<file path="src/sv/srm_pkg.sv">
// Shared types and constants for the step response monitor.
// Used by every module of the block; depends on nothing.
`default_nettype none
package srm_pkg;

  localparam int SAMPLE_WIDTH = 16;
  localparam int COUNT_WIDTH  = 32;
  localparam int ADDR_WIDTH   = 3;
  localparam int DATA_WIDTH   = 32;

  typedef logic signed [SAMPLE_WIDTH-1:0] sample_t;
  typedef logic        [SAMPLE_WIDTH-1:0] band_t;
  typedef logic        [COUNT_WIDTH-1:0]  count_t;
  typedef logic        [ADDR_WIDTH-1:0]   addr_t;
  typedef logic        [DATA_WIDTH-1:0]   data_t;

  localparam band_t SETTLE_BAND_RESET = band_t'(48);

  typedef enum logic {
    REG_SETPOINT    = 1'b0,
    REG_SETTLE_BAND = 1'b1
  } reg_idx_e;

  typedef enum logic [1:0] {
    TREND_NONE = 2'd0,
    TREND_UP   = 2'd1,
    TREND_DOWN = 2'd2
  } trend_e;

  typedef struct packed {
    sample_t setpoint;
    band_t   settle_band;
  } cfg_t;

  typedef struct packed {
    band_t  overshoot_up;
    band_t  overshoot_down;
    count_t reversal_total;
    count_t settle_sample;
    logic   above_seen;
  } res_t;

endpackage
`default_nettype wire

</file>
<file path="src/sv/srm_cfg.sv">
// Configuration register file behind the APB-style port.
// Depends on srm_pkg.
`default_nettype none
module srm_cfg (
  input  wire logic          clk_i,
  input  wire logic          rst_ni,
  input  wire logic          psel,
  input  wire logic          penable,
  input  wire logic          pwrite,
  input  wire srm_pkg::addr_t paddr,
  input  wire srm_pkg::data_t pwdata,
  output srm_pkg::data_t     prdata,
  output logic               pready,
  output srm_pkg::cfg_t      cfg_o
);
  import srm_pkg::*;

  sample_t  setpoint_q;
  band_t    settle_band_q;
  logic     wr_en;
  reg_idx_e reg_idx;

  assign wr_en   = psel && penable && pwrite;
  assign reg_idx = reg_idx_e'(paddr[2]);
  assign pready  = 1'b1;

  always_ff @(posedge clk_i or negedge rst_ni) begin
    if (!rst_ni) begin
      setpoint_q    <= '0;
      settle_band_q <= SETTLE_BAND_RESET;
    end else if (wr_en) begin
      unique case (reg_idx)
        REG_SETPOINT:    setpoint_q    <= sample_t'(pwdata[SAMPLE_WIDTH-1:0]);
        REG_SETTLE_BAND: settle_band_q <= pwdata[SAMPLE_WIDTH-1:0];
        default: ;
      endcase
    end
  end

  always_comb begin
    unique case (reg_idx)
      REG_SETPOINT:    prdata = {{(DATA_WIDTH-SAMPLE_WIDTH){1'b0}}, setpoint_q};
      REG_SETTLE_BAND: prdata = {{(DATA_WIDTH-SAMPLE_WIDTH){1'b0}}, settle_band_q};
      default:         prdata = '0;
    endcase
  end

  assign cfg_o.setpoint    = setpoint_q;
  assign cfg_o.settle_band = settle_band_q;

endmodule
`default_nettype wire

</file>
<file path="src/sv/srm_track.sv">
// Trend, reversal, settling and overshoot tracking; its state registers
// double as the result register. Depends on srm_pkg.
`default_nettype none
module srm_track (
  input  wire logic           clk_i,
  input  wire logic           rst_ni,
  input  wire logic           load_i,
  input  wire srm_pkg::sample_t temp_i,
  input  wire srm_pkg::cfg_t  cfg_i,
  output srm_pkg::res_t       res_o
);
  import srm_pkg::*;

  sample_t last_sample_q, reversal_ref_q, first_high_q, running_max_q, running_min_q;
  sample_t reversal_ref_d, first_high_d, running_max_d, running_min_d;
  trend_e  last_trend_q, trend;
  count_t  reversal_count_q, reversal_count_d;
  count_t  sample_index_q, sample_index_d;
  count_t  settle_index_q, settle_index_d;
  band_t   up_delta_q, up_delta_d, down_delta_q, down_delta_d;
  logic    armed_q, armed_d;
  logic    reversal;
  logic signed [SAMPLE_WIDTH:0] diff;
  logic        [SAMPLE_WIDTH:0] mag;

  always_comb begin
    trend          = (last_sample_q <= temp_i) ? TREND_UP : TREND_DOWN;
    sample_index_d = sample_index_q + 1'b1;
    reversal       = (last_trend_q != TREND_NONE) && (last_trend_q != trend);
    diff = $signed({reversal_ref_q[SAMPLE_WIDTH-1], reversal_ref_q})
         - $signed({temp_i[SAMPLE_WIDTH-1], temp_i});
    mag  = diff[SAMPLE_WIDTH] ? -diff : diff;

    reversal_count_d = reversal_count_q;
    settle_index_d   = settle_index_q;
    reversal_ref_d   = reversal_ref_q;
    if (reversal) begin
      reversal_count_d = reversal_count_q + 1'b1;
      if (settle_index_q == '0) begin
        if (mag < {1'b0, cfg_i.settle_band}) begin
          settle_index_d = sample_index_d;
        end else begin
          reversal_ref_d = temp_i;
        end
      end
    end

    armed_d       = armed_q;
    first_high_d  = first_high_q;
    running_max_d = running_max_q;
    running_min_d = running_min_q;
    up_delta_d    = up_delta_q;
    down_delta_d  = down_delta_q;
    if (!armed_q) begin
      if (temp_i > cfg_i.setpoint) begin
        armed_d       = 1'b1;
        first_high_d  = temp_i;
        running_max_d = temp_i;
        running_min_d = temp_i;
      end
    end else begin
      if (temp_i > running_max_q) begin
        running_max_d = temp_i;
        up_delta_d    = band_t'(temp_i - first_high_q);
      end
      if (temp_i < running_min_q) begin
        running_min_d = temp_i;
        down_delta_d  = band_t'(first_high_q - temp_i);
      end
    end
  end

  always_ff @(posedge clk_i or negedge rst_ni) begin
    if (!rst_ni) begin
      last_sample_q    <= '0;
      last_trend_q     <= TREND_NONE;
      reversal_ref_q   <= '0;
      reversal_count_q <= '0;
      sample_index_q   <= '0;
      settle_index_q   <= '0;
      armed_q          <= 1'b0;
      first_high_q     <= '0;
      running_max_q    <= '0;
      running_min_q    <= '0;
      up_delta_q       <= '0;
      down_delta_q     <= '0;
    end else if (load_i) begin
      last_sample_q    <= temp_i;
      last_trend_q     <= trend;
      reversal_ref_q   <= reversal_ref_d;
      reversal_count_q <= reversal_count_d;
      sample_index_q   <= sample_index_d;
      settle_index_q   <= settle_index_d;
      armed_q          <= armed_d;
      first_high_q     <= first_high_d;
      running_max_q    <= running_max_d;
      running_min_q    <= running_min_d;
      up_delta_q       <= up_delta_d;
      down_delta_q     <= down_delta_d;
    end
  end

  assign res_o.overshoot_up   = up_delta_q;
  assign res_o.overshoot_down = down_delta_q;
  assign res_o.reversal_total = reversal_count_q;
  assign res_o.settle_sample  = settle_index_q;
  assign res_o.above_seen     = armed_q;

endmodule
`default_nettype wire

</file>
<file path="src/sv/step_response_monitor.sv">
// Step response monitor: one result per temperature request.
// An accepted request goes into the input register, then into the tracking state.
// Throughput: one request per cycle while out_stall_i is low; the input register
// and the tracking state (which is also the result register) advance together.
// Reset: asynchronous, active low; clears all tracking state, setpoint to 0,
// settle band to 48. Depends on srm_pkg, srm_cfg, srm_track.
`default_nettype none
module step_response_monitor (
  input  wire logic             clk_i,
  input  wire logic             rst_ni,
  input  wire logic             psel,
  input  wire logic             penable,
  input  wire logic             pwrite,
  input  wire srm_pkg::addr_t   paddr,
  input  wire srm_pkg::data_t   pwdata,
  output srm_pkg::data_t        prdata,
  output logic                  pready,
  input  wire logic             in_valid_i,
  output logic                  in_stall_o,
  input  wire srm_pkg::sample_t temperature_i,
  output logic                  out_valid_o,
  input  wire logic             out_stall_i,
  output srm_pkg::band_t        overshoot_up_o,
  output srm_pkg::band_t        overshoot_down_o,
  output srm_pkg::count_t       reversal_total_o,
  output srm_pkg::count_t       settle_sample_o,
  output logic                  above_seen_o
);
  import srm_pkg::*;

  cfg_t    cfg;
  res_t    res;
  logic    in_valid_q, out_valid_q;
  sample_t temp_q;
  logic    advance, in_take, out_take;

  srm_cfg u_cfg (
    .clk_i   (clk_i),
    .rst_ni  (rst_ni),
    .psel    (psel),
    .penable (penable),
    .pwrite  (pwrite),
    .paddr   (paddr),
    .pwdata  (pwdata),
    .prdata  (prdata),
    .pready  (pready),
    .cfg_o   (cfg)
  );

  assign out_take   = out_valid_q && !out_stall_i;
  assign advance    = in_valid_q && (!out_valid_q || !out_stall_i);
  assign in_stall_o = in_valid_q && !advance;
  assign in_take    = in_valid_i && !in_stall_o;

  always_ff @(posedge clk_i or negedge rst_ni) begin
    if (!rst_ni) begin
      in_valid_q  <= 1'b0;
      out_valid_q <= 1'b0;
    end else begin
      if (in_take) begin
        in_valid_q <= 1'b1;
      end else if (advance) begin
        in_valid_q <= 1'b0;
      end
      if (advance) begin
        out_valid_q <= 1'b1;
      end else if (out_take) begin
        out_valid_q <= 1'b0;
      end
    end
  end

  always_ff @(posedge clk_i) begin
    if (in_take) begin
      temp_q <= temperature_i;
    end
  end

  srm_track u_track (
    .clk_i  (clk_i),
    .rst_ni (rst_ni),
    .load_i (advance),
    .temp_i (temp_q),
    .cfg_i  (cfg),
    .res_o  (res)
  );

  assign out_valid_o      = out_valid_q;
  assign overshoot_up_o   = res.overshoot_up;
  assign overshoot_down_o = res.overshoot_down;
  assign reversal_total_o = res.reversal_total;
  assign settle_sample_o  = res.settle_sample;
  assign above_seen_o     = res.above_seen;

endmodule
`default_nettype wire

</file>
<file path="config.mk">
export PLATFORM = sky130hd
export DESIGN_NAME = step_response_monitor
export DESIGN_NICKNAME = d
export VERILOG_FILES = /design/src/sv/srm_pkg.sv /design/src/sv/srm_cfg.sv /design/src/sv/srm_track.sv /design/src/sv/step_response_monitor.sv
export SDC_FILE = /design/constraint.sdc
export NUM_CORES = 1
export LEC_CHECK = 0
export BUFFER_PORTS_ARGS = -buffer_cell sky130_fd_sc_hd__buf_2
export CAP_MARGIN = 20
export CORE_MARGIN = 10
export CORE_UTILIZATION = 45
export CTS_CLUSTER_SIZE = 16
export DETAILED_ROUTE_END_ITERATION = 6
export GPL_ROUTABILITY_DRIVEN = 0
export HOLD_SLACK_MARGIN = 0.06
export SKIP_CTS_REPAIR_TIMING = 1
export SLEW_MARGIN = 20
export SYNTH_ARGS = -nofsm -noshare
export SYNTH_HDL_FRONTEND = slang
export SYNTH_HIERARCHICAL = 1
export SYNTH_SLANG_ARGS = --single-unit
</file>
<file path="constraint.sdc">
create_clock -name clk_i -period 13.43 [get_ports clk_i]
set_input_delay 0.6715 -clock clk_i [delete_from_list [all_inputs] [get_ports clk_i]]
set_output_delay 0.6715 -clock clk_i [all_outputs]
set_load 0.05 [all_outputs]
</file>
Yosys cells after proc, flatten, opt, wreduce, memory -nomap -nowiden:

Cells that the tools add are included.

* bits in registers: 261
* input port bits: 58
* output and inout bits: 132
* logic and storage cells: 75

* add/subtract/negate cells: 6
* magnitude comparators: 5
* eq/ne operators: 3
* multiplexer cells: 14
* bitwise gates (word level): 3
* reduce and logical (&&, ||, !) cells: 27

Operator list (number)
* two-way mux 16 bit: 5
* adder 32 x 1 -> 32 bit (second input constant): 2
* one-hot mux 32 bit (2 select lines): 1
* greater-than comparator 16 bit: 2
* logical NOT 32 bit: 1
* subtractor 16 bit: 2
* < comparator 17 x 16 -> 1 bit: 1
* two-way mux 17 bit: 1
* negation 17 bit: 1
* subtractor 16 x 16 -> 17 bit: 1
* <= comparator 16 bit: 1
* < comparator 16 bit: 1
* AND reduction 3 bit: 5
* AND reduction 4 bit: 2
* nonzero test 2 bit: 4
* logical AND 1 bit: 7
* two-way mux 1 bit: 6
* AND reduction 2 bit: 3
* logical NOT 1 bit: 4
* inequality test 2 bit (second input constant): 2
* NOT 1 bit: 3
* two-way mux 2 bit: 1
* inequality test 2 bit: 1
* logical OR 1 bit: 1

Depth between registers and ports, before layout:

* word-level depth: 8
* gate-level depth with buffers: 22
* depth with buffers taken out: 20

By module:

The synthesis kept the hierarchy.

Modules (own cells, without submodules)
* srm_track: instances 1, cells an instance 1459, area each 13987.2 sq um
* srm_cfg: instances 1, cells an instance 105, area each 1600.3 sq um
* step_response_monitor: instances 1, cells an instance 24, area each 573.0 sq um

Worst setup path after synthesis:

No wires, ideal clock.

* kind: register -> register
* from: register temp_q[0]
* to: register u_track.settle_index_q[11]
* data arrival time: 4.890 ns
* required time: 13.352 ns
* path slack: 8.462 ns
* cell stages (with the launch flop): 20
* period minus slack after synthesis: 4.968 ns
* cell sequence: edfxtp_1 -> ha_1 -> fa_1 -> nand2b_1 -> a211oi_1 -> o21a_1 -> a21oi_1 -> o211a_1 -> nor2_1 -> clkbuf_1 -> a21oi_1 -> xnor2_1 -> ha_1 -> a2111oi_0 -> nand3b_1 -> or2_2 -> o21ai_1 -> o211ai_1 -> buf_2 -> o21bai_1

* cells in the longest elaborated chain, start to end: 5
* elaborated cells on any way between the ends: 9
* those cells by class: add/sub (2); order compare (2); eq/ne (1); mux (2); reduce/logical (2)

Ends and longest elaborated chain
* start: declaration: line step_response_monitor.sv:34 `sample_t temp_q;`
* start signal: assignment: line step_response_monitor.sv:75 `temp_q <= temperature_i;`
* subtractor 16 x 16 -> 17 bit / <= comparator 16 bit (equally long branches): line srm_track.sv:31, srm_track.sv:27
* negation 17 bit / two-way mux 2 bit (equally long branches): line srm_track.sv:32, srm_track.sv:27
* two-way mux 17 bit / inequality test 2 bit (equally long branches): line srm_track.sv:32, srm_track.sv:29
* < comparator 17 x 16 -> 1 bit / logical AND 1 bit (equally long branches): line srm_track.sv:40, srm_track.sv:29
* AND reduction 4 bit (no source line) *
* end signal: assignment: line srm_track.sv:93 `settle_index_q <= settle_index_d;`
* end: declaration: line srm_track.sv:19 `count_t settle_index_q, settle_index_d;`

Mark *: on every way between the ends. The rest lies on a longest branch, timed or not.
A chain may end at the register's enable or synchronous reset.

Worst setup path after layout:

* from: register temp_q[0]
* to: register u_track.settle_index_q[29]

The elaborated chain is that of the path after synthesis.

==> PnR_summary.wiki <==
{| class="wikitable"
! Metric !! Value
|-
| Data required, critical path || 13.91 ns
|-
| Total of fill cells in the finished design || 3280
|-
| Combinational Power Share || 0.439
|-
| Worst R2R Setup Slack || 7.32 ns
|-
| Setup total negative slack || 0 ns
|-
| Total number of yosys warnings || 6
|-
| Kind of end point of the critical path || flop
|-
| FFs w/ async S/R, synth || 0.9387
|-
| Via count of the routed design || 11950
|-
| DIE WIDTH || 209.5 um
|-
| Cells traversed along the worst timing path || ha_1 -> fa_1 -> nand2b_1 -> a211oi_1 -> o21a_1 -> a21oi_1 -> o211a_1 -> nor2_1 -> a21oi_1 -> xnor2_1 -> ha_1 -> a2111oi_0 -> nand3b_1 -> or2_2 -> o21ai_1 -> buf_4 -> o211ai_1 -> buf_4 -> o21bai_1
|-
| Detailed-route vias per instance || 5.420
|-
| Slowest Stage Delay on Critical Path || 0.67 ns
|-
| Largest net degree at the start of global routing || 139
|-
| Unrepaired setup endpoints after global routing || false
|-
| GR Overflow Total || 0
|-
| DRC || 0
|-
| Highest attainable clock frequency || 163.7 MHz
|-
| Largest buffer count on any clock path || 3
|-
| Share of power burned in registers || 0.322
|-
| Sw frac || 0.4139
|-
| Status || complete, no violations
|-
| Number of global-route vias before repair || 12280
|-
| Proportion of layout cells with a drive suffix above 1 || 0.1842
|-
| Worst-case headroom to the max-slew limit || 0.3087
|-
| Std-Cell Rows || 69
|-
| Count of input and output buffers || 154
|-
| Distinct cells, synth || 79
|-
| CTS root buf || sky130_fd_sc_hd__clkbuf_16
|-
| Final-report max-slew violation count || 0
|-
| Y dimension of the die || 209.5 um
|-
| Overall track demand over capacity in global routing || 0.1737
|-
| Critical path peak fanout || 31
|-
| Tightest Hold Check Type || in2async
|-
| Launching element type of the critical path || flop
|-
| Total inserted antenna cells || 0
|-
| Ratio of final minimum period to clock period || 0.4550
|-
| First-pass iteration count of the detailed router || 4
|-
| Initial Util || 0.4554
|-
| Top area cells in the synthesized netlist || sky130_fd_sc_hd__dfrtp_1 38%, sky130_fd_sc_hd__ha_1 9.8%, sky130_fd_sc_hd__mux2_2 4.3%
|-
| Number of standard cells in the layout, taps in and fillers out || 2204
|-
| Leakage Power || 8.713 nW
|-
| First-pass GRT wire length || 64460 um
|-
| Post-layout utilization of the core || 0.5150
|-
| Sw Pwr || 1.409 mW
|-
| Synthesized netlist cell count || 1588
|-
| Post-Route WL || 38890 um
|-
| Portion of synthesized cell area occupied by the leading cell type || 0.3763
|-
| Placeable core region || 0.03548 mm2
|-
| Clock network power share || 0.239
|-
| Number of routed nets with antenna violations || 0
|-
| Area growth syn-to-layout || 13.07%
|-
| Most frequently used flop master after synthesis || sky130_fd_sc_hd__dfrtp_1
|-
| Worst-case clock skew || 0.01559 ns
|-
| Library cell with the largest summed area after synthesis || sky130_fd_sc_hd__dfrtp_1
|-
| Depth of the worst register-to-register path || 19
|-
| TritonCTS buffer count || 31
|-
| Design internal power || 1.996 mW
|-
| Critical Path AT || 6.59 ns
|-
| IR drop worst, VDD || 161.1 uV
|-
| Final setup violating endpoints || 0
|-
| Worst hold slack after final layout || 0.1046 ns
|-
| Clock Sink Count || 261
|-
| Wire length per cell || 17.64 um
|-
| Max-capacitance violation count || 0
|-
| Slew of the pin with the lowest slew margin || 1.033 ns
|-
| Placed cells || 2148
|-
| Starting DRC count in detailed routing || 663
|-
| Number of enable-type register cells in the synthesized netlist || 16
|-
| Final Net Count || 1908
|-
| Initial antenna violation count || 2
|-
| Synthesized flop and latch total || 261
|-
| Most used standard cell by instance count after synthesis || sky130_fd_sc_hd__dfrtp_1
|-
| Post-layout power || 3.405 mW
|-
| Max stage delay cell, worst path || sky130_fd_sc_hd__nor2_1
|-
| Clock Pin Slew Worst Setup and Hold Paths || 0.06 ns
|-
| Mapped Avg Cell Area || 10.18 um2
|-
| Time the final worst path needs with I/O delays and setup || 6.110 ns
|-
| Top cells by count, synth || 243 x sky130_fd_sc_hd__dfrtp_1, 127 x sky130_fd_sc_hd__ha_1, 125 x sky130_fd_sc_hd__inv_1, 109 x sky130_fd_sc_hd__nand2_1, 73 x sky130_fd_sc_hd__xor2_1
|-
| Maximum level of the CTS H-tree || 1
|-
| Critical path class || reg2reg
|-
| Number of I/O pins || 190
|-
| Clock latency of the later-clocked register in the worst-skew pair || 0.58 ns
|-
| CTS tree || yes
|-
| DIE AREA || 0.04389 mm2
|-
| Power per standard cell area || 186.4 mW/mm2
|-
| Final HPWL DP || 28750 um
|-
| Cell area after technology mapping || 0.01616 mm2
|-
| Post-synthesis sequential area ratio || 0.4093
|-
| Number of hold violations in the final report || 0
|}
## metal layers
layer,global-route usage,share of wire,vias up
li1,-,-,5879
met1,0.2335,0.47,5778
met2,0.2797,0.46,231
met3,0.03638,0.049,54
met4,0.04267,0.021,4
met5,0,0.00054,-
## metrics by stage
| stage | setup WS, ns | instance area [um2] |
|---|---|---|
| after global routing | 6.938 | 18270 |
| after CTS | 7.258 | 18270 |
| after global placement | 7.518 | 17270 |
| after floorplan | 8.462 | 16220 |
| final | 7.320 | 18270 |
| after detailed placement | 7.308 | 17270 |
## worst paths after layout
kind,endpoint,from
max,u_track/settle_index_q[29],temp_q[0]
min,u_track/down_delta_q[9],rst_ni
max reg2reg,u_track/settle_index_q[29],temp_q[0]
min reg2reg,u_track/up_delta_q[3],u_track/up_delta_q[3]
max in group asynchronous,in_valid_q,rst_ni
min in group clk_i,temp_q[0],temperature_i[0]
## cell type report
type / instances / area (um2) / area share
Sequential cell: 261 / 6614 / 0.3620
Multi-Input combinational cell: 1136 / 8746 / 0.4786
Tap cell: 461 / 576.8 / 0.03157
Inverter: 125 / 469.2 / 0.02568
Clock buffer: 45 / 898.4 / 0.04916
Clock inverter: 11 / 92.59 / 0.005067
Timing Repair Buffer: 165 / 875.8 / 0.04793
## power by group through the flow
stage	Combinational [mW]	Sequential, mW	Clock, mW
final	1.50	1.10	0.815
after global routing	1.66	1.12	0.873
after CTS	1.51	1.10	0.842
after detailed placement	1.50	1.11	0
after global placement	1.47	1.11	0
after floorplan	0.941	1.30	0
## critical path, delay by kind of cell (launching register included)
| kind | cells | cell delay, ns |
|---|---|---|
| AOI/OAI and AO/OA | 9 | 2.28 |
| adders and majority gates | 3 | 1.02 |
| xor gates and xnor gates | 1 | 0.18 |
| buffers and inverters | 2 | 0.55 |
| DFF | 1 | 0.56 |
| and+or+nand+nor | 4 | 1.41 |
## logic make-up after synthesis
family          synth area share
fa+ha+maj                 0.1020
xor+xnor                 0.07371
buf+inv                  0.05512
simple gates              0.1307
flops                     0.4093
other cells            0.0004647
compound gates            0.1478
mux                      0.08091
## layout by cell type, fill, tap and decap left out, types with 33 or more instances in the layout
cell type                    n
sky130_fd_sc_hd__mux2_2     61
sky130_fd_sc_hd__dfrtp_1   243
sky130_fd_sc_hd__a21oi_1    61
sky130_fd_sc_hd__o21ai_0    62
sky130_fd_sc_hd__inv_1     125
sky130_fd_sc_hd__buf_2     153
sky130_fd_sc_hd__xnor2_1    63
sky130_fd_sc_hd__ha_1      127
sky130_fd_sc_hd__xor2_1     73
sky130_fd_sc_hd__o21bai_1   37
sky130_fd_sc_hd__nand2_1   109
sky130_fd_sc_hd__nor2_1     60
sky130_fd_sc_hd__mux2i_1    47
sky130_fd_sc_hd__a21o_1     33
sky130_fd_sc_hd__nand3_1    36
## registers in the layout, indices dropped and copies added, names as in the netlist
| register | count |
|---|---|
| u_track/reversal_count_q | 32 |
| u_track/sample_index_q | 32 |
| u_track/settle_index_q | 32 |
| temp_q | 16 |
| u_cfg/setpoint_q | 16 |
| u_cfg/settle_band_q | 16 |
| u_track/down_delta_q | 16 |
| u_track/first_high_q | 16 |
| u_track/last_sample_q | 16 |
| u_track/reversal_ref_q | 16 |
| u_track/running_max_q | 16 |
| u_track/running_min_q | 16 |
| u_track/up_delta_q | 16 |
| u_track/last_trend_q | 2 |
| in_valid_q | 1 |
| out_valid_o | 1 |
| u_track/armed_q | 1 |
Note: power is estimated with default switching activity, not from simulation.
